## config.mk

```make
export PLATFORM = sky130hd
export DESIGN_NAME = mppt_buck_duty_and_fan_controller_flat
export DESIGN_NICKNAME = d
export VERILOG_FILES = /design/src/design/mbdfc_pkg.sv /design/src/design/mbdfc_sample_if.sv /design/src/design/mbdfc_result_if.sv /design/src/design/mbdfc_cfg_if.sv /design/src/design/mbdfc_scale.sv /design/src/design/mppt_buck_duty_and_fan_controller.sv /design/src/flat_wrapper.sv
export SDC_FILE = /design/constraint.sdc
export NUM_CORES = 1
export LEC_CHECK = 0
export ABC_AREA = 0
export CAP_MARGIN = 0
export CORE_UTILIZATION = 30
export CTS_CLUSTER_SIZE = 16
export DETAILED_ROUTE_END_ITERATION = 7
export DONT_BUFFER_PORTS = 1
export PLACE_DENSITY = 0.53
export SETUP_SLACK_MARGIN = 0.5
export SLEW_MARGIN = 20
export SYNTH_ARGS = -nofsm -noshare
export SYNTH_HDL_FRONTEND = slang
export SYNTH_SLANG_ARGS = --single-unit
export TNS_END_PERCENT = 30
```

## constraint.sdc

```tcl
create_clock -name clk -period 17.9 [get_ports clk]
set_clock_uncertainty 0.1 [all_clocks]
set_input_delay 3.58 -clock clk [delete_from_list [all_inputs] [get_ports clk]]
set_output_delay 3.58 -clock clk [all_outputs]
set_load 0.01 [all_outputs]
```

## src/design/mbdfc_pkg.sv

```systemverilog
// Shared types, constants and register codes for the MPPT buck duty and fan controller.
// No dependencies; every other design file imports this package.
package mbdfc_pkg;

  // Field widths
  localparam int ADC_W    = 10;
  localparam int VIN_W    = 13;
  localparam int VOUT_W   = 12;
  localparam int IOUT_W   = 10;
  localparam int SP_W     = 13;
  localparam int TGT_W    = 12;
  localparam int BYTE_W   = 8;
  localparam int CNT_W    = 16;
  localparam int BTN_W    = 2;
  localparam int CIDX_W   = 3;
  localparam int CDATA_W  = 13;
  localparam int DUTY_O_W = 10;

  // Parameter defaults
  localparam int DUTY_MAX_DEF = 1023;
  localparam int ADC_BITS_DEF = 10;

  // Q10 scale factors and current sensor offset
  localparam int VIN_K       = 4903;
  localparam int VOUT_K      = 1879;
  localparam int IOUT_K      = 317;
  localparam int IOUT_OFFSET = 578;

  // Reset values
  localparam int DUTY_RESET = 1023;
  localparam logic [BYTE_W-1:0] FAN_RESET       = 8'd60;
  localparam logic [BYTE_W-1:0] SLOW_CNT_RESET  = 8'd200;
  localparam logic [SP_W-1:0]   SP_RESET_DEF    = 13'd3144;
  localparam logic [SP_W-1:0]   SP_MIN_DEF      = 13'd2800;
  localparam logic [SP_W-1:0]   SP_MAX_DEF      = 13'd3400;
  localparam logic [BYTE_W-1:0] SP_STEP_DEF     = 8'd10;
  localparam logic [BYTE_W-1:0] FAST_PERIOD_DEF = 8'd12;
  localparam logic [BYTE_W-1:0] SLOW_PERIOD_DEF = 8'd21;
  localparam logic [BYTE_W-1:0] FAN_FAULT_DEF   = 8'd55;
  localparam logic [BYTE_W-1:0] FAN_THRESH_DEF  = 8'd20;

  // Fan target offset and ceiling
  localparam logic [IOUT_W-1:0] FAN_WANT_OFS = 10'd10;
  localparam logic [BYTE_W-1:0] FAN_TOP      = 8'd255;
  localparam logic [SP_W-1:0]   SP_TOP       = 13'd8191;

  // Configuration register indexes
  localparam logic [CIDX_W-1:0] CFG_SP_RESET    = 3'd0;
  localparam logic [CIDX_W-1:0] CFG_SP_MIN      = 3'd1;
  localparam logic [CIDX_W-1:0] CFG_SP_MAX      = 3'd2;
  localparam logic [CIDX_W-1:0] CFG_SP_STEP     = 3'd3;
  localparam logic [CIDX_W-1:0] CFG_FAST_PERIOD = 3'd4;
  localparam logic [CIDX_W-1:0] CFG_SLOW_PERIOD = 3'd5;
  localparam logic [CIDX_W-1:0] CFG_FAN_FAULT   = 3'd6;
  localparam logic [CIDX_W-1:0] CFG_FAN_THRESH  = 3'd7;

  // Button codes
  localparam logic [BTN_W-1:0] BTN_NONE  = 2'd0;
  localparam logic [BTN_W-1:0] BTN_UP    = 2'd1;
  localparam logic [BTN_W-1:0] BTN_DOWN  = 2'd2;
  localparam logic [BTN_W-1:0] BTN_ENTER = 2'd3;

  // Scaled measurements handed from the scaler to the control logic
  typedef struct packed {
    logic [VIN_W-1:0]  vin_cv;
    logic [VOUT_W-1:0] vout_cv;
    logic [IOUT_W-1:0] iout_da;
  } scaled_t;

endpackage

```

## src/design/mbdfc_sample_if.sv

```systemverilog
// Input channel of the controller: one control-pass word of raw samples and flags.
// Depends on mbdfc_pkg.
interface mbdfc_sample_if import mbdfc_pkg::*; ();
  logic              valid;
  logic              ready;
  logic [ADC_W-1:0]  adc_vin;
  logic [ADC_W-1:0]  adc_vout;
  logic [ADC_W-1:0]  adc_iout;
  logic              fault_start;
  logic              fault_after_reset;
  logic [BTN_W-1:0]  button;
  logic              tracking_mode;
  logic [TGT_W-1:0]  vout_target;

  modport source (output valid, adc_vin, adc_vout, adc_iout, fault_start,
                  fault_after_reset, button, tracking_mode, vout_target,
                  input ready);
  modport sink   (input valid, adc_vin, adc_vout, adc_iout, fault_start,
                  fault_after_reset, button, tracking_mode, vout_target,
                  output ready);
endinterface

```

## src/design/mbdfc_result_if.sv

```systemverilog
// Output channel of the controller: one result word per control pass.
// Depends on mbdfc_pkg.
interface mbdfc_result_if import mbdfc_pkg::*; ();
  logic                valid;
  logic                ready;
  logic [DUTY_O_W-1:0] buck_duty;
  logic [BYTE_W-1:0]   fan_duty;
  logic [SP_W-1:0]     setpoint;
  logic [VIN_W-1:0]    vin_cv;
  logic [VOUT_W-1:0]   vout_cv;
  logic [IOUT_W-1:0]   iout_da;
  logic [CNT_W-1:0]    fault_events;
  logic [CNT_W-1:0]    fault_stuck_events;
  logic                pwm_update;
  logic                slow_tick;
  logic                display_reinit;

  modport source (output valid, buck_duty, fan_duty, setpoint, vin_cv, vout_cv,
                  iout_da, fault_events, fault_stuck_events, pwm_update,
                  slow_tick, display_reinit, input ready);
  modport sink   (input valid, buck_duty, fan_duty, setpoint, vin_cv, vout_cv,
                  iout_da, fault_events, fault_stuck_events, pwm_update,
                  slow_tick, display_reinit, output ready);
endinterface

```

## src/design/mbdfc_cfg_if.sv

```systemverilog
// Configuration write channel: register index and write data.
// Depends on mbdfc_pkg.
interface mbdfc_cfg_if import mbdfc_pkg::*; ();
  logic               valid;
  logic               ready;
  logic [CIDX_W-1:0]  index;
  logic [CDATA_W-1:0] data;

  modport source (output valid, index, data, input ready);
  modport sink   (input valid, index, data, output ready);
endinterface

```

## src/design/mbdfc_scale.sv

```systemverilog
// Converts raw converter samples to centivolts and deciamps with Q10 constants.
// Depends on mbdfc_pkg.
module mbdfc_scale import mbdfc_pkg::*; #(
  parameter int ADC_BITS = ADC_BITS_DEF
) (
  input  logic [ADC_W-1:0] adc_vin,
  input  logic [ADC_W-1:0] adc_vout,
  input  logic [ADC_W-1:0] adc_iout,
  output scaled_t          scaled
);

  // Only the low ADC_BITS bits of each sample are meaningful
  localparam logic [ADC_W-1:0] ADC_MASK =
      (ADC_BITS >= ADC_W) ? {ADC_W{1'b1}} : ADC_W'((1 << ADC_BITS) - 1);

  localparam int PROD_W = ADC_W + 13;

  logic [ADC_W-1:0]  a_vin, a_vout, a_iout;
  logic [ADC_W-1:0]  i_diff;
  logic [PROD_W-1:0] vin_prod, vout_prod, iout_prod;
  logic [PROD_W-11:0] vin_sh, vout_sh, iout_sh;

  assign a_vin  = adc_vin  & ADC_MASK;
  assign a_vout = adc_vout & ADC_MASK;
  assign a_iout = adc_iout & ADC_MASK;
  assign i_diff = a_iout - ADC_W'(IOUT_OFFSET);

  // Constant multiplies, then drop the Q10 fraction
  assign vin_prod  = PROD_W'(a_vin)  * PROD_W'(VIN_K);
  assign vout_prod = PROD_W'(a_vout) * PROD_W'(VOUT_K);
  assign iout_prod = PROD_W'(i_diff) * PROD_W'(IOUT_K);
  assign vin_sh    = vin_prod[PROD_W-1:10];
  assign vout_sh   = vout_prod[PROD_W-1:10];
  assign iout_sh   = iout_prod[PROD_W-1:10];

  // Saturate to the field widths; current floors at zero below the offset
  always_comb begin
    scaled.vin_cv  = (vin_sh > (PROD_W-10)'({VIN_W{1'b1}})) ? {VIN_W{1'b1}}
                                                            : vin_sh[VIN_W-1:0];
    scaled.vout_cv = (vout_sh > (PROD_W-10)'({VOUT_W{1'b1}})) ? {VOUT_W{1'b1}}
                                                              : vout_sh[VOUT_W-1:0];
    if (a_iout > ADC_W'(IOUT_OFFSET)) begin
      scaled.iout_da = (iout_sh > (PROD_W-10)'({IOUT_W{1'b1}})) ? {IOUT_W{1'b1}}
                                                                : iout_sh[IOUT_W-1:0];
    end else begin
      scaled.iout_da = '0;
    end
  end

endmodule

```

## src/design/mppt_buck_duty_and_fan_controller.sv

```systemverilog
// Top level of the MPPT buck duty and fan controller: input register, control pass, result register.
// Depends on mbdfc_pkg, the three channel interfaces and mbdfc_scale.
//
//   channel   dir  carries
//   samples   in   raw samples, fault flags, button, mode, output target
//   results   out  duties, setpoint, scaled values, fault counts, tick flags
//   cfg       in   register index and write data, always ready
//
// Each word passes through the input register and then the result register,
// one word per cycle sustained while results.ready is high. The whole
// control pass (scale multiply, compares, duty, setpoint, fan) runs between
// those two registers. A stalled result holds the input register; samples.ready
// drops only when both registers are full and results.ready is low.
// rst is synchronous; it resets configuration, control state and valid flags, not the data registers.
module mppt_buck_duty_and_fan_controller import mbdfc_pkg::*; #(
  parameter int DUTY_MAX = DUTY_MAX_DEF,
  parameter int ADC_BITS = ADC_BITS_DEF
) (
  input logic            clk,
  input logic            rst,
  mbdfc_sample_if.sink   samples,
  mbdfc_result_if.source results,
  mbdfc_cfg_if.sink      cfg
);

  // Duty register must hold both DUTY_MAX and the reset value
  localparam int DUTY_TOP = (DUTY_MAX > DUTY_RESET) ? DUTY_MAX : DUTY_RESET;
  localparam int DUTY_W   = $clog2(DUTY_TOP + 1);
  localparam logic [DUTY_W-1:0] DUTY_LIM = DUTY_W'(DUTY_MAX);

  // Configuration registers
  logic [SP_W-1:0]   sp_reset, sp_min, sp_max;
  logic [BYTE_W-1:0] sp_step, fast_period, slow_period, fan_fault_duty, fan_thresh;

  // Input register
  logic              s1_valid;
  logic [ADC_W-1:0]  s1_vin, s1_vout, s1_iout;
  logic              s1_fstart, s1_fafter, s1_track;
  logic [BTN_W-1:0]  s1_button;
  logic [TGT_W-1:0]  s1_target;

  // Control state
  logic [DUTY_W-1:0] duty_reg, duty_next;
  logic [BYTE_W-1:0] fan_reg, fan_next;
  logic [SP_W-1:0]   setpoint_reg, setpoint_next;
  logic [BYTE_W-1:0] fast_count, fast_count_next;
  logic [BYTE_W-1:0] slow_count, slow_count_next;
  logic [CNT_W-1:0]  fault_counter, fault_counter_next;
  logic [CNT_W-1:0]  stuck_counter, stuck_counter_next;

  // Result register
  logic              o_valid;
  logic              fast, slow, reinit;
  logic              o_fast, o_slow, o_reinit;
  scaled_t           scaled, o_scaled;

  logic              advance;
  logic              climb;
  logic [BYTE_W-1:0] slow_mid;
  logic [SP_W:0]     sp_sum;
  logic [IOUT_W-1:0] fan_want;

  assign advance       = s1_valid && (!o_valid || results.ready);
  assign samples.ready = !s1_valid || advance;
  assign cfg.ready     = 1'b1;

  // Configuration writes
  always_ff @(posedge clk) begin
    if (rst) begin
      sp_reset       <= SP_RESET_DEF;
      sp_min         <= SP_MIN_DEF;
      sp_max         <= SP_MAX_DEF;
      sp_step        <= SP_STEP_DEF;
      fast_period    <= FAST_PERIOD_DEF;
      slow_period    <= SLOW_PERIOD_DEF;
      fan_fault_duty <= FAN_FAULT_DEF;
      fan_thresh     <= FAN_THRESH_DEF;
    end else if (cfg.valid) begin
      unique case (cfg.index)
        CFG_SP_RESET:    sp_reset       <= cfg.data;
        CFG_SP_MIN:      sp_min         <= cfg.data;
        CFG_SP_MAX:      sp_max         <= cfg.data;
        CFG_SP_STEP:     sp_step        <= cfg.data[BYTE_W-1:0];
        CFG_FAST_PERIOD: fast_period    <= cfg.data[BYTE_W-1:0];
        CFG_SLOW_PERIOD: slow_period    <= cfg.data[BYTE_W-1:0];
        CFG_FAN_FAULT:   fan_fault_duty <= cfg.data[BYTE_W-1:0];
        CFG_FAN_THRESH:  fan_thresh     <= cfg.data[BYTE_W-1:0];
        default:         ;
      endcase
    end
  end

  // Input register
  always_ff @(posedge clk) begin
    if (rst) begin
      s1_valid <= 1'b0;
    end else if (samples.ready) begin
      s1_valid <= samples.valid;
    end
  end

  always_ff @(posedge clk) begin
    if (samples.valid && samples.ready) begin
      s1_vin    <= samples.adc_vin;
      s1_vout   <= samples.adc_vout;
      s1_iout   <= samples.adc_iout;
      s1_fstart <= samples.fault_start;
      s1_fafter <= samples.fault_after_reset;
      s1_button <= samples.button;
      s1_track  <= samples.tracking_mode;
      s1_target <= samples.vout_target;
    end
  end

  mbdfc_scale #(
    .ADC_BITS (ADC_BITS)
  ) u_scale (
    .adc_vin  (s1_vin),
    .adc_vout (s1_vout),
    .adc_iout (s1_iout),
    .scaled   (scaled)
  );

  // Fault counters wrap
  assign fault_counter_next = s1_fstart ? fault_counter + 1'b1 : fault_counter;
  assign stuck_counter_next = s1_fafter ? stuck_counter + 1'b1 : stuck_counter;

  // Fast tick: duty step, setpoint buttons, display reinit
  assign fast  = (fast_count >= fast_period);
  assign climb = s1_track ? (scaled.vin_cv < setpoint_reg)
                          : (TGT_W'(scaled.vout_cv) > s1_target);
  assign sp_sum = {1'b0, setpoint_reg} + (SP_W+1)'(sp_step);

  always_comb begin
    duty_next     = duty_reg;
    setpoint_next = setpoint_reg;
    reinit        = 1'b0;
    if (fast) begin
      if (climb) begin
        if (duty_reg < DUTY_LIM) duty_next = duty_reg + 1'b1;
      end else if (duty_reg != '0) begin
        duty_next = duty_reg - 1'b1;
      end
      unique case (s1_button)
        BTN_DOWN: begin
          if (setpoint_reg > sp_min) begin
            setpoint_next = (setpoint_reg > SP_W'(sp_step))
                            ? setpoint_reg - SP_W'(sp_step) : '0;
          end
        end
        BTN_UP: begin
          if (setpoint_reg < sp_max) begin
            setpoint_next = sp_sum[SP_W] ? SP_TOP : sp_sum[SP_W-1:0];
          end
        end
        BTN_ENTER: reinit = 1'b1;
        BTN_NONE:  ;
        default:   ;
      endcase
    end
  end

  assign fast_count_next = fast ? BYTE_W'(1) : fast_count + 1'b1;

  // Slow tick: fan fault duty, off at low current, else slew toward half the current plus an offset
  assign slow_mid        = fast ? slow_count + 1'b1 : slow_count;
  assign slow            = (slow_mid >= slow_period);
  assign slow_count_next = slow ? '0 : slow_mid;
  assign fan_want        = (scaled.iout_da >> 1) + FAN_WANT_OFS;

  always_comb begin
    fan_next = fan_reg;
    if (slow) begin
      if (s1_fafter) begin
        fan_next = fan_fault_duty;
      end else if (scaled.iout_da > IOUT_W'(fan_thresh)) begin
        if (fan_want > IOUT_W'(fan_reg)) begin
          if (fan_reg != FAN_TOP) fan_next = fan_reg + 1'b1;
        end else if (fan_reg != '0) begin
          fan_next = fan_reg - 1'b1;
        end
      end else begin
        fan_next = '0;
      end
    end
  end

  // Control state commits as the word moves to the result register
  always_ff @(posedge clk) begin
    if (rst) begin
      duty_reg      <= DUTY_W'(DUTY_RESET);
      fan_reg       <= FAN_RESET;
      setpoint_reg  <= SP_RESET_DEF;
      fast_count    <= '0;
      slow_count    <= SLOW_CNT_RESET;
      fault_counter <= '0;
      stuck_counter <= '0;
    end else if (advance) begin
      duty_reg      <= duty_next;
      fan_reg       <= fan_next;
      setpoint_reg  <= setpoint_next;
      fast_count    <= fast_count_next;
      slow_count    <= slow_count_next;
      fault_counter <= fault_counter_next;
      stuck_counter <= stuck_counter_next;
    end
  end

  // Result register
  always_ff @(posedge clk) begin
    if (rst) begin
      o_valid <= 1'b0;
    end else if (advance) begin
      o_valid <= 1'b1;
    end else if (results.ready) begin
      o_valid <= 1'b0;
    end
  end

  always_ff @(posedge clk) begin
    if (advance) begin
      o_scaled <= scaled;
      o_fast   <= fast;
      o_slow   <= slow;
      o_reinit <= reinit;
    end
  end

  assign results.valid              = o_valid;
  assign results.buck_duty          = duty_reg[DUTY_O_W-1:0];
  assign results.fan_duty           = fan_reg;
  assign results.setpoint           = setpoint_reg;
  assign results.vin_cv             = o_scaled.vin_cv;
  assign results.vout_cv            = o_scaled.vout_cv;
  assign results.iout_da            = o_scaled.iout_da;
  assign results.fault_events       = fault_counter;
  assign results.fault_stuck_events = stuck_counter;
  assign results.pwm_update         = o_fast;
  assign results.slow_tick          = o_slow;
  assign results.display_reinit     = o_reinit;

`ifndef SYNTHESIS
  // State moves only when a word is processed
  a_state_hold: assert property (@(posedge clk) disable iff (rst)
    !advance |=> $stable(duty_reg) && $stable(fan_reg) && $stable(setpoint_reg)
                 && $stable(fast_count) && $stable(slow_count))
    else $error("control state changed without a processed word");

  // A fast tick moves the duty by one unless it sits at a limit
  a_duty_step: assert property (@(posedge clk) disable iff (rst)
    advance && fast |=> (duty_reg != $past(duty_reg)) || ($past(duty_reg) == '0)
                        || ($past(duty_reg) >= DUTY_LIM))
    else $error("buck duty did not step on a fast tick");

  // Fast counter never rests at zero after a processed word
  a_fast_count: assert property (@(posedge clk) disable iff (rst)
    advance |=> fast_count != '0)
    else $error("fast counter at zero after a word");

  // Slow tick clears the slow counter
  a_slow_clear: assert property (@(posedge clk) disable iff (rst)
    advance && slow |=> slow_count == '0)
    else $error("slow counter not cleared on slow tick");

  // A result waiting on the sink is not dropped
  a_result_kept: assert property (@(posedge clk) disable iff (rst)
    o_valid && !results.ready |=> o_valid)
    else $error("stalled result lost");
`endif

endmodule
```

## src/flat_wrapper.sv

```systemverilog
// flat-port wrapper written by rule: the top's interface ports become plain ports
module mppt_buck_duty_and_fan_controller_flat import mbdfc_pkg::*;
#(
  parameter int DUTY_MAX = DUTY_MAX_DEF,
  parameter int ADC_BITS = ADC_BITS_DEF
)
  (clk, rst, samples_valid, samples_adc_vin, samples_adc_vout, samples_adc_iout, samples_fault_start, samples_fault_after_reset, samples_button, samples_tracking_mode, samples_vout_target, samples_ready, results_valid, results_buck_duty, results_fan_duty, results_setpoint, results_vin_cv, results_vout_cv, results_iout_da, results_fault_events, results_fault_stuck_events, results_pwm_update, results_slow_tick, results_display_reinit, results_ready, cfg_valid, cfg_index, cfg_data, cfg_ready);
  mbdfc_sample_if samples_i ();
  mbdfc_result_if results_i ();
  mbdfc_cfg_if cfg_i ();
  input logic clk;
  input logic rst;
  input wire logic [$bits(samples_i.valid)-1:0] samples_valid;
  input wire logic [$bits(samples_i.adc_vin)-1:0] samples_adc_vin;
  input wire logic [$bits(samples_i.adc_vout)-1:0] samples_adc_vout;
  input wire logic [$bits(samples_i.adc_iout)-1:0] samples_adc_iout;
  input wire logic [$bits(samples_i.fault_start)-1:0] samples_fault_start;
  input wire logic [$bits(samples_i.fault_after_reset)-1:0] samples_fault_after_reset;
  input wire logic [$bits(samples_i.button)-1:0] samples_button;
  input wire logic [$bits(samples_i.tracking_mode)-1:0] samples_tracking_mode;
  input wire logic [$bits(samples_i.vout_target)-1:0] samples_vout_target;
  output wire logic [$bits(samples_i.ready)-1:0] samples_ready;
  output wire logic [$bits(results_i.valid)-1:0] results_valid;
  output wire logic [$bits(results_i.buck_duty)-1:0] results_buck_duty;
  output wire logic [$bits(results_i.fan_duty)-1:0] results_fan_duty;
  output wire logic [$bits(results_i.setpoint)-1:0] results_setpoint;
  output wire logic [$bits(results_i.vin_cv)-1:0] results_vin_cv;
  output wire logic [$bits(results_i.vout_cv)-1:0] results_vout_cv;
  output wire logic [$bits(results_i.iout_da)-1:0] results_iout_da;
  output wire logic [$bits(results_i.fault_events)-1:0] results_fault_events;
  output wire logic [$bits(results_i.fault_stuck_events)-1:0] results_fault_stuck_events;
  output wire logic [$bits(results_i.pwm_update)-1:0] results_pwm_update;
  output wire logic [$bits(results_i.slow_tick)-1:0] results_slow_tick;
  output wire logic [$bits(results_i.display_reinit)-1:0] results_display_reinit;
  input wire logic [$bits(results_i.ready)-1:0] results_ready;
  input wire logic [$bits(cfg_i.valid)-1:0] cfg_valid;
  input wire logic [$bits(cfg_i.index)-1:0] cfg_index;
  input wire logic [$bits(cfg_i.data)-1:0] cfg_data;
  output wire logic [$bits(cfg_i.ready)-1:0] cfg_ready;
  assign samples_i.valid = samples_valid;
  assign samples_i.adc_vin = samples_adc_vin;
  assign samples_i.adc_vout = samples_adc_vout;
  assign samples_i.adc_iout = samples_adc_iout;
  assign samples_i.fault_start = samples_fault_start;
  assign samples_i.fault_after_reset = samples_fault_after_reset;
  assign samples_i.button = samples_button;
  assign samples_i.tracking_mode = samples_tracking_mode;
  assign samples_i.vout_target = samples_vout_target;
  assign samples_ready = samples_i.ready;
  assign results_valid = results_i.valid;
  assign results_buck_duty = results_i.buck_duty;
  assign results_fan_duty = results_i.fan_duty;
  assign results_setpoint = results_i.setpoint;
  assign results_vin_cv = results_i.vin_cv;
  assign results_vout_cv = results_i.vout_cv;
  assign results_iout_da = results_i.iout_da;
  assign results_fault_events = results_i.fault_events;
  assign results_fault_stuck_events = results_i.fault_stuck_events;
  assign results_pwm_update = results_i.pwm_update;
  assign results_slow_tick = results_i.slow_tick;
  assign results_display_reinit = results_i.display_reinit;
  assign results_i.ready = results_ready;
  assign cfg_i.valid = cfg_valid;
  assign cfg_i.index = cfg_index;
  assign cfg_i.data = cfg_data;
  assign cfg_ready = cfg_i.ready;
  mppt_buck_duty_and_fan_controller #(.DUTY_MAX(DUTY_MAX), .ADC_BITS(ADC_BITS)) u_core (.clk(clk), .rst(rst), .samples(samples_i), .results(results_i), .cfg(cfg_i));
endmodule
```

Word-level counts from Yosys, hierarchy flattened
Index checks and enable logic that the tools add are counted.
{"block": "word_totals", "regBits": 232, "input_bits": 68}
{"block": "classes", "add_sub_neg": 12, "n_mul": 3, "n_lt_le_gt_ge": 14, "n_eq_ne": 16, "mux": 24, "reduce_logical": 23}
{"operator": "$mux 13", "count": 5}
{"operator": "$mux 8", "count": 8}
{"operator": "$mux 10", "count": 5}
{"operator": "$add 16x1->16 const B", "count": 2}
{"operator": "$lt 13x13->1", "count": 2}
{"operator": "$pmux 13 s2", "count": 1}
{"operator": "$add 8x1->8 const B", "count": 3}
{"operator": "$mul 10x13->23 const B", "count": 1}
{"operator": "$mul 10x11->21 const B", "count": 1}
{"operator": "$gt 10x8->1", "count": 2}
{"operator": "$mul 10x9->19 const B", "count": 1}
{"operator": "$reduce_and 2->1", "count": 9}
{"operator": "$ge 8x8->1", "count": 2}
{"operator": "$add 13x8->14", "count": 1}
{"operator": "$gt 13x13->1", "count": 1}
{"operator": "$gt 13x13->1 const B", "count": 1}
{"operator": "$gt 13x8->1", "count": 1}
{"operator": "$sub 13x8->13", "count": 1}
{"operator": "$eq 3x3->1 const B", "count": 4}
{"operator": "$gt 11x12->1 const B", "count": 1}
{"operator": "$gt 12x12->1", "count": 1}
{"operator": "$mux 12", "count": 1}
{"operator": "$add 10x1->10 const B", "count": 1}
{"operator": "$add 9x4->10 const B", "count": 1}
{"operator": "other kinds (23)", "count": 36}

Depth between registers and ports, before layout
Gate-level depths: netlist of the first run.
{"block": "logic_depth", "word_depth": 10, "ltp_mapped": 43, "mapped_depth_nobuf": 43}

Cells and area by module
A second synthesis of the first run with hierarchy kept.
{"block": "unflattened", "hier_cells": 1998, "area_unflattened_um2": 18472.7}
{"mod": "mppt_buck_duty_and_fan_controller", "instances": 1, "cells_per_inst": 1289, "area_per_inst_um2": 12114.1, "seq_area_each_um2": 5495.3}
{"mod": "mbdfc_scale", "instances": 1, "cells_per_inst": 709, "area_per_inst_um2": 6358.6, "seq_area_each_um2": 0.0}

Worst setup path after synthesis of the first run
No wires, ideal clock.
{"block": "synth_timing", "path_type": "register to register", "startpoint": "register u_core.s1_vin[7]", "endpoint": "register u_core.duty_reg[9], in the netlist u_core.results.buck_duty[9]", "setup_ns": 0.130, "t_arrival_ns": 8.380, "path_slack_ns": 9.291, "path_stages_with_launch": 38, "n_path_buf": 0, "path_cell_list": "edfxtp_1 > fa_1 > inv_1 > fa_1 > inv_1 > fa_1 > fa_1 > inv_1 > fa_1 > inv_1 > ha_1 > a41oi_1 > o21ai_0 > nor2_1 > o21ai_0 > a41o_1 > o21a_1 > o21a_1 > [... 2 more ...] > ha_1 > a21o_1 > a21o_1 > a21o_1 > a211o_1 > a221oi_2 > a22oi_4 > ha_1 > a21o_1 > a21oi_1 > o21ai_0 > a21oi_1 > o21ai_0 > a31oi_1 > nor4b_1 > mux2i_1 > xor2_1 > nand2_1"}
{"element": "from (decl)", "line_no": "mppt_buck_duty_and_fan_controller.sv:37", "rtl": "logic [ADC_W-1:0] s1_vin, s1_vout, s1_iout;"}
{"element": "from (signal assigned)", "line_no": "mppt_buck_duty_and_fan_controller.sv:104", "rtl": "s1_vin <= samples.adc_vin;"}
{"element": "to (signal assigned)", "line_no": "mppt_buck_duty_and_fan_controller.sv:191", "rtl": "duty_reg <= DUTY_W'(DUTY_RESET);"}
{"element": "to (signal assigned)", "line_no": "mppt_buck_duty_and_fan_controller.sv:199", "rtl": "duty_reg <= duty_next;"}
{"element": "to (decl)", "line_no": "mppt_buck_duty_and_fan_controller.sv:43", "rtl": "logic [DUTY_W-1:0] duty_reg, duty_next;"}

==> flow_summary.toml, run 1 <==
[status]
status = "complete, no violations"

[logic_synthesis]
ys_seq_area_share_pct = 29.9
yosysWarnings = 0
syn-cell-area_mm2 = 0.0182
synth.distinct_cells = 83
synth.avg_cell_area_um2 = 9.42
ys_ff_latch = 230
synth_edf_count = 83
synthArstFlopShare_pct = 0
synth_ff_type = "dfxtp_1"
syn_inst = 1931

[clock_tree]
clk_latency_ns = 0.61
cts_buffer_depth = 3
cts_tree = "yes"
ctsResizeCount = 0
h-tree-depth = 1
clockRootBuffer = "clkbuf_16"
cts_setup_buffers = 0
clock-sinks = 230
cts-buffers-inserted = 30
cts_hold_buf = 0
clk_pin_slew_ns = 0.06

[critical_path]
crit_fanout = 11
worst-path-buf-inv = 4
worstPathArrival_ns = 9.91
worstPathRequired_ns = 18.25
cp_slowest_cell = "fa_1"
setup.worst_path.end_class = "flop"
critical_path.startpoint_type = "flop"
criticalPathCategory = "reg2reg"
cp_common_cell = "fa_1"
path_delay_family = "compound AO/OA/AOI/OAI gates"
max_stage_delay_ns = 0.57

[floorplanning]
die_h_um = 248
initial_core_util_pct = 30.6
dieArea_mm2 = 0.0616
io_pins = 172
core_area_mm2 = 0.0595
rows = 89
die_w_um = 248

[global_route]
first_global_vias = 13500
grt_max_degree = 107
track_usage_pct = 14.9
overflow = 0
antenna_found_initial = 1
grt_pass1_wl_um = 72600

[route]
final_antenna_net_count = 0
wl_met1_um = 20500
drtIter0Drc = 528
drc_errors = 0
avgViaCountPerCell = 4.87
met2WireLength_um = 21200
avgRoutedWirePerCell_um = 16.7
vias = 13300
drt_first_pass_iters = 5
wl_um = 45600
wl_met3_um = 2780
top_layer_used = "met4"

[placement]
placedInstanceArea_mm2 = 0.0190
finalWeightedCongestion = 0.880
portBuffers = 0
place_hpwl_um = 35600

[finish]
fillers = 6131
nNetsFinal = 2391
synthToLayoutAreaGrowth_pct = 10.2
drive_gt1_share_pct = 4.81
final_area_mm2 = 0.0201

[sta]
rsz0062_at_grt = "false"
tightest_slew_ns = 0.940
finalHoldViolCount = 0
finalSetupTns_ns = 0
fin_crit_ns = 9.57
setup_violations = 0
hold_ws_ns = 0.354
maxSlewHeadroom_pct = 36.5
fin_crit_sh_pct = 53.4
fmax_ghz = 0.105
drv_slew = 0

[job]
maxCapViolations = 0

[power_and_ir_drop]
cellPowerDensity_mw_per_mm2 = 141
irDropWorstVdd_mv = 0.155
power_leakage_uw = 0.00906

[hold_path]
min_path_type = "reg2reg"
[final cells by class]
cell class                      instances  area [um2]  area share [%]
Sequential cell                       230        5440            27.1
Tap cell                              773         967            4.82
Timing Repair Buffer                    9        67.6           0.337
Inverter                              323        1210            6.05
Clock buffer                           40         858            4.28
Multi-Input combinational cell       1337       11300            56.5
Clock inverter                         15         171           0.855
Antenna cell                            2        5.00          0.0250
[tightest hold or removal path, cell delays in order, from the launching register on]
cell	delay, ns
dfxtp_1	0.31
nand2_1	0.05
a21oi_1	0.05
[metal layers]
| metal | vias to the layer above | track usage (%) |
|---|---|---|
| met4 | 0 | 4.66 |
| met3 | 70 | 2.97 |
| li1 | 6608 | - |
| met2 | 269 | 24.9 |
| met1 | 6355 | 19.1 |
| met5 | - | 0 |
[path summary, 6_finish.rpt]
kind	cells after the start	end	slack [ns]	startpoint
hold / removal	2	u_core.fast_period[4]	0.35	u_core.fast_period[4]
setup / recovery	37	u_core.results.buck_duty[9]	8.33	u_core.s1_vin[7]
hold reg to reg	2	u_core.fast_period[4]	0.35	u_core.fast_period[4]
setup reg to reg	37	u_core.results.buck_duty[9]	8.33	u_core.s1_vin[7]
[cells by family after synthesis]
group | synth area share (%)
simple gates | 12.7
fa+ha+maj | 30.9
buf+inv | 7.95
compound gates | 12.9
flops | 29.9
xor+xnor | 4.62
mux | 1.07
other cells | 0.0413
[cells in the mapped netlist, types with 8 or more instances]
library cell	number	area [um2]
or3_1	10	62.6
edfxtp_1	83	2490
o21bai_1	9	67.6
and3_1	14	87.6
dfxtp_1	147	2940
a211oi_1	16	120
ha_1	296	3700
nand4_1	26	163
mux2i_1	16	160
nand2b_1	20	125
o21a_1	19	143
fa_1	96	1920
a21oi_1	101	505
nand2_1	163	612
nor3_1	41	205
o211ai_1	33	248
nor4_1	8	50.1
o21ai_0	52	260
xnor2_1	44	385
inv_1	322	1210
a31oi_1	10	62.6
nor2_1	106	398
a21o_1	31	233
nor2b_1	20	125
xor2_1	52	455
nand3_1	41	205
o311ai_0	10	87.6
and2_1	8	50.1
clkbuf_1	29	109
[cells in the final DEF (no fill, tap or decap), drive strengths merged, types with 17 or more instances in the layout]
cell,count
a211oi,18
nand4,26
a21oi,102
xor2,52
nor2b,21
nor2,107
o21a,19
clkbuf,40
a21o,31
ha,296
inv,322
edfxtp,83
fa,96
xnor2,44
nand2,163
dfxtp,147
nor3,42
nand3,41
o21ai,55
mux2i,17
o211ai,34
nand2b,20
[per-stage QoR]
stage / cells / utilization (%) / worst slack, ns / total power, uW
floorplan: 1932 / - / 9.29 / 1860
global placement: 2672 / 32.0 / 8.56 / 2180
detailed placement: 2672 / 32.0 / 8.30 / 2230
CTS: 2727 / 33.7 / 8.27 / 2870
global route: 2727 / 33.7 / 7.50 / 3110
finish: 2729 / 33.7 / 8.33 / 2820
[power breakdown]
part	internal, uW	switching, uW	total [uW]	leakage, uW
registers	623	47.6	671	0.00199
logic	654	881	1540	0.00657
clock network	366	251	618	0.000497
total	1640	1180	2820	0.00906
Power figures use the tool's default switching activity.
==> run 2, diff against run 1 <==
clock period = 9.4 ns   (was 17.9 ns; I/O delays follow)
==> run 2 against run 1 <==
Against the previous run: sequential power increased by 91%; hold slack gained 0.0014 ns; sequential share of layout area is 0.67 points lower; via count is 0.63% higher; cell count rose by 1.4%; first-iteration DRC count grew 2.3%; register-to-register slack got worse by 7.5 ns; cell area increased by 2.5%; sequential cell count stayed put; clock power up 100%; setup slack lost 7.5 ns; critical path type unchanged; critical endpoint unchanged; largest cell class unchanged; highest routed layer unchanged.
==> flow_summary.toml, run 2 (synthesis gave the netlist of run 1 again) <==
[placement]
dp_slack_ns = -0.0360
finalWeightedCongestion = 0.880
portBuffers = 0
place_hpwl_um = 35500

[floorplanning]
die_w_um = 248
initial_core_util_pct = 30.6
io_pins = 172
rows = 89
die_h_um = 248
dieArea_mm2 = 0.0616
core_area_mm2 = 0.0595

[global_route]
track_usage_pct = 15.0
grt_max_degree = 107
first_global_vias = 13500
overflow = 0
antenna_found_initial = 1
grt_pass1_wl_um = 73200

[hold_path]
worstHoldStart = "u_core.sp_max[2]"
min_path_type = "reg2reg"
holdPathEnd = "u_core.sp_max[2]"
hold_path_depth = 2

[route]
wl_um = 46300
avgViaCountPerCell = 4.84
drc_errors = 0
drt_first_pass_iters = 5
final_antenna_net_count = 0
avgRoutedWirePerCell_um = 16.7
drtIter0Drc = 540
vias = 13400

[sta]
layout_setup_ws_ns = 0.869
tightest_slew_ns = 1.10
setup_violations = 0
drv_slew = 0
fin_crit_sh_pct = 90.8
maxSlewHeadroom_pct = 26.5
finalHoldViolCount = 0
fmax_ghz = 0.117
rsz0062_at_grt = "true"
fin_crit_ns = 8.53

[clock_tree]
clock-sinks = 230
clk_latency_ns = 0.60
h-tree-depth = 1
cts_hold_buf = 0
clk_pin_slew_ns = 0.07
cts_buffer_depth = 3
cts_tree = "yes"
clockRootBuffer = "clkbuf_16"
cts-buffers-inserted = 31

[finish]
post-route-util_pct = 34.6
fillers = 6136
final_common_cell = "inv_1"
drive_gt1_share_pct = 8.43
layout_common_cells = "inv_1 (316), ha_1 (293), nand2_1 (161)"
synthToLayoutAreaGrowth_pct = 13.1
nNetsFinal = 2430

[critical_path]
setup.worst_path.end_class = "flop"
r2r-end = "u_core.results.buck_duty[9]"
r2r.worst_path.cells = 38
critical_path.startpoint_type = "flop"
criticalPathCategory = "reg2reg"
worstPathRequired_ns = 9.75
max_stage_delay_ns = 0.55
timing.rr.start = "u_core.s1_vin[9]"
worst-path-buf-inv = 5
cp_common_cell = "fa_1"
cp_slowest_cell = "fa_1"
crit_fanout = 4
path_delay_family = "compound AO/OA/AOI/OAI gates"
r2r_setup_slack_ns = 0.87
worstPathArrival_ns = 8.88

[power_and_ir_drop]
cellPowerDensity_mw_per_mm2 = 276
irDropWorstVdd_mv = 0.204
power_leakage_uw = 0.00931

[status]
status = "complete, no violations"

[job]
maxCapViolations = 0
run 2: power by group:
| part | leakage [uW] | switching [uW] | internal, uW |
|---|---|---|---|
| clock | 0.000543 | 498 | 755 |
| sequential | 0.00199 | 91.3 | 1190 |
| combinational | 0.00678 | 1750 | 1400 |
run 2: area by class of cell:
type / count / area, um2 / area share [%]
clock buffers: 39 / 888 / 4.32
multi-input cells: 1337 / 11500 / 56.0
clock inverters: 18 / 199 / 0.967
well taps: 773 / 967 / 4.70
diodes: 1 / 2.50 / 0.0122
inverters: 323 / 1210 / 5.90
repair buffers: 47 / 353 / 1.72
flip-flops and latches: 230 / 5440 / 26.4
run 2: through the flow:
stage	hold WS, ns	total power (uW)	TNS (ns)	area [um2]	cells
CTS	0.356	5610	0	20200	2742
global route	0.364	6240	0	20600	2767
floorplan	0.336	3540	0	18200	1932
detailed placement	0.348	4220	-0.0360	19000	2677
global placement	0.344	4150	0	19000	2677
finish	0.356	5680	0	20600	2768
run 2: how the worst max path moves through the flow:
stage                            startpoint                     endpoint  cells after the start
after floorplan            u_core.s1_vin[7]  u_core.results.buck_duty[9]                     37
after global placement    u_core.s1_vout[7]  u_core.results.buck_duty[9]                     33
after detailed placement  u_core.s1_vout[7]  u_core.results.buck_duty[9]                     33
after CTS                 u_core.s1_iout[1]   u_core.results.fan_duty[7]                     40
after global routing       u_core.s1_vin[9]  u_core.results.buck_duty[9]                     38
final                      u_core.s1_vin[9]  u_core.results.buck_duty[9]                     38
run 2: layer usage:
metal  global-route usage (%)  up-vias  routed length (um)
met4                     4.27        0                1040
met3                     2.97       63                2480
met5                        0        -                   0
met1                     19.1     6386               20700
met2                     25.6      254               22000
li1                         -     6683                   -
run 2: worst reg2reg max path, delay by kind of cell (launching register included):
family	cells	cell delay [ns]
flops	1	0.43
mux	1	0.16
simple gates	4	0.37
buf+inv	5	0.37
xor+xnor	1	0.16
compound gates	19	3.47
fa+ha+maj	8	3.33
run 2: timing repair:
action / in CTS / in global routing
pin swaps: 4 / 27
setup endpoints to repair: 4 / 10
gates resized for setup: 6 / 45
buffers inserted: 8 / 25
==> run 3, diff against run 2 <==
SYNTH_HIERARCHICAL = 1   (was not set)
==> run 3 against run 2 <==
Against the previous run: via count increased by 2.3%; critical path depth decreased by 7; area after synthesis increased by 1.6%; total power decreased by 5.0%; sequential power about the same; global-route usage decreased by 0.31 points; critical path type unchanged; clock-buffer cell count increased by 1; setup slack improved by 0.072 ns; synthesized cell count increased by 3.5%; utilization decreased by 0.56 points; hold slack got worse by 0.0013 ns.
==> flow_summary.toml, run 3 <==
[route]
final_antenna_net_count = 0
avgRoutedWirePerCell_um = 16.5
drc_errors = 0
vias = 13700
drtIter0Drc = 658
drt_first_pass_iters = 5
avgViaCountPerCell = 4.87
wl_um = 46400

[clock_tree]
clockRootBuffer = "clkbuf_16"
cts_buffer_depth = 3
h-tree-depth = 1
cts_tree = "yes"
cts-buffers-inserted = 30
clk_latency_ns = 0.60
cts_hold_buf = 0
clock-sinks = 232
clk_pin_slew_ns = 0.06

[floorplanning]
die_h_um = 250
core_area_mm2 = 0.0606
initial_core_util_pct = 30.5
rows = 90
die_w_um = 250
io_pins = 172
dieArea_mm2 = 0.0626

[sta]
fin_crit_ns = 8.46
rsz0062_at_grt = "false"
drv_slew = 0
setup_violations = 0
finalSetupTns_ns = 0
finalHoldViolCount = 0
layout_setup_ws_ns = 0.941
fmax_ghz = 0.118
hold_ws_ns = 0.354
fin_crit_sh_pct = 90.0
tightest_slew_ns = 1.07
maxSlewHeadroom_pct = 28.5

[hold_path]
min_path_type = "reg2reg"

[finish]
final_common_cell = "inv_1"
antenna_cells = 0
synthToLayoutAreaGrowth_pct = 11.6
layout_common_cells = "inv_1 (325), ha_1 (294), nand2_1 (186)"
drive_gt1_share_pct = 5.91
nNetsFinal = 2467

[global_route]
grt_busiest_layer = "met2"
grt_pass1_wl_um = 75000
met1_usage_pct = 18.8
grt_max_degree = 97
first_global_vias = 14000
antenna_found_initial = 1
use_met3_pct = 2.86
track_usage_pct = 14.7
grt_use_met2_pct = 25.2
overflow = 0

[power_and_ir_drop]
irDropWorstVdd_mv = 0.139
p_total_uw = 5400
cellPowerDensity_mw_per_mm2 = 262
power_leakage_uw = 0.00922

[critical_path]
setup.worst_path.end_class = "flop"
worstPathRequired_ns = 9.82
worstPathArrival_ns = 8.88
criticalPathCategory = "reg2reg"
cp_slowest_cell = "fa_1"
max_stage_delay_ns = 0.63
critical_path.startpoint_type = "flop"
crit_fanout = 8
cp_common_cell = "fa_1"

[logic_synthesis]
ys_ff_latch = 232
ys_seq_area_share_pct = 29.7
synth_edf_count = 85
syn-cell-area_mm2 = 0.0185
synth.distinct_cells = 79
synth.avg_cell_area_um2 = 9.25
synth_top_area_share_pct = 20.0
ys_top_cells_by_area = "ha_1 (20%), dfxtp_1 (16%), edfxtp_1 (14%)"
yosysWarnings = 6
syn_inst = 1998
synth_ff_type = "dfxtp_1"
synth_top_area_cell = "ha_1"
synth.most_common_cell = "inv_1"
synth_common_cells = "inv_1 (328), ha_1 (295), nand2_1 (186)"
synthArstFlopShare_pct = 0

[status]
status = "complete, no violations"

[placement]
portBuffers = 0
dp_slack_ns = 0.386
place_hpwl_um = 35800
finalWeightedCongestion = 0.848

[job]
maxCapViolations = 0
[run 3: changes by cell type after synthesis, moves of 6 or more]
cell,previous run,this run
a21oi_1,101,124
nand2_1,163,186
xnor2_1,44,58
o21ai_1,0,13
nor2_1,106,118
nor3_1,41,30
o21ai_0,52,41
xor2_1,52,43
o211ai_1,33,41
o21a_1,19,11
o311ai_0,10,2
nand2b_1,20,13
inv_1,322,328
[run 3: stage by stage]
step                utilization, %  std cells  instance area, um2
global route                  34.0       2814               20600
detailed placement            31.9       2746               19300
CTS                           33.6       2802               20400
floorplan                        -       1999               18500
finish                        34.0       2814               20600
global placement              31.9       2746               19300
[run 3: cell families (layout without fill, tap and decap cells)]
| family | count (synthesis) | count (layout) | synth area share, % |
|---|---|---|---|
| flops | 232 | 232 | 29.7 |
| compound gates | 379 | 379 | 13.7 |
| mux | 22 | 22 | 1.20 |
| fa+ha+maj | 391 | 391 | 30.4 |
| simple gates | 498 | 498 | 12.4 |
| xor+xnor | 101 | 101 | 4.79 |
| buf+inv | 373 | 406 | 7.76 |
| other cells | 2 | 3 | 0.0407 |
[run 3: layer usage]
layer / up-vias / wire length (um)
li1: 6863 / -
met1: 6533 / 21000
met2: 241 / 21900
met3: 57 / 2340
met4: 2 / 1090
met5: - / 13
[run 3: repair_timing]
| action | 4_1_cts | 5_1_grt |
|---|---|---|
| gates resized for setup | 3 | 25 |
| buffers inserted | 0 | 12 |
| setup endpoints to repair | 2 | 12 |
| pin swaps | 0 | 3 |
[run 3: critical path: cells and delay by family, from the launching register on]
family                   cells  cell delay (ns)
buffers and inverters        4             0.47
XOR/XNOR                     1             0.08
multiplexers                 1             0.23
flip-flops                   1             0.49
AND/OR/NAND/NOR              5             0.81
adder cells (fa/ha/maj)      8             3.59
AO/OA/AOI/OAI               12             2.61
[run 3: final cells by class]
class | instances | area, um2
Fill cell | 6086 | 40000
Timing Repair Buffer | 22 | 165
Sequential cell | 232 | 5500
Clock buffer | 40 | 892
Clock inverter | 16 | 143
Inverter | 328 | 1230
Tap cell | 782 | 978
Multi-Input combinational cell | 1394 | 11700
[run 3: path summary, 6_finish.rpt]
check | from | to | slack, ns | cells past startpoint
worst max register to register | u_core/s1_vout[7] | u_core/results.buck_duty[9] | 0.94 | 31
worst min register to register | u_core/fan_thresh[3] | u_core/fan_thresh[3] | 0.35 | 2
worst min-delay path | u_core/fan_thresh[3] | u_core/fan_thresh[3] | 0.35 | 2
worst max-delay path | u_core/s1_vout[7] | u_core/results.buck_duty[9] | 0.94 | 31
[run 3: power breakdown]
group | internal (uW) | switching (uW) | leakage [uW]
clock | 697 | 478 | 0.000513
combinational | 1230 | 1700 | 0.00670
sequential | 1200 | 88.6 | 0.00201
total | 3130 | 2270 | 0.00922
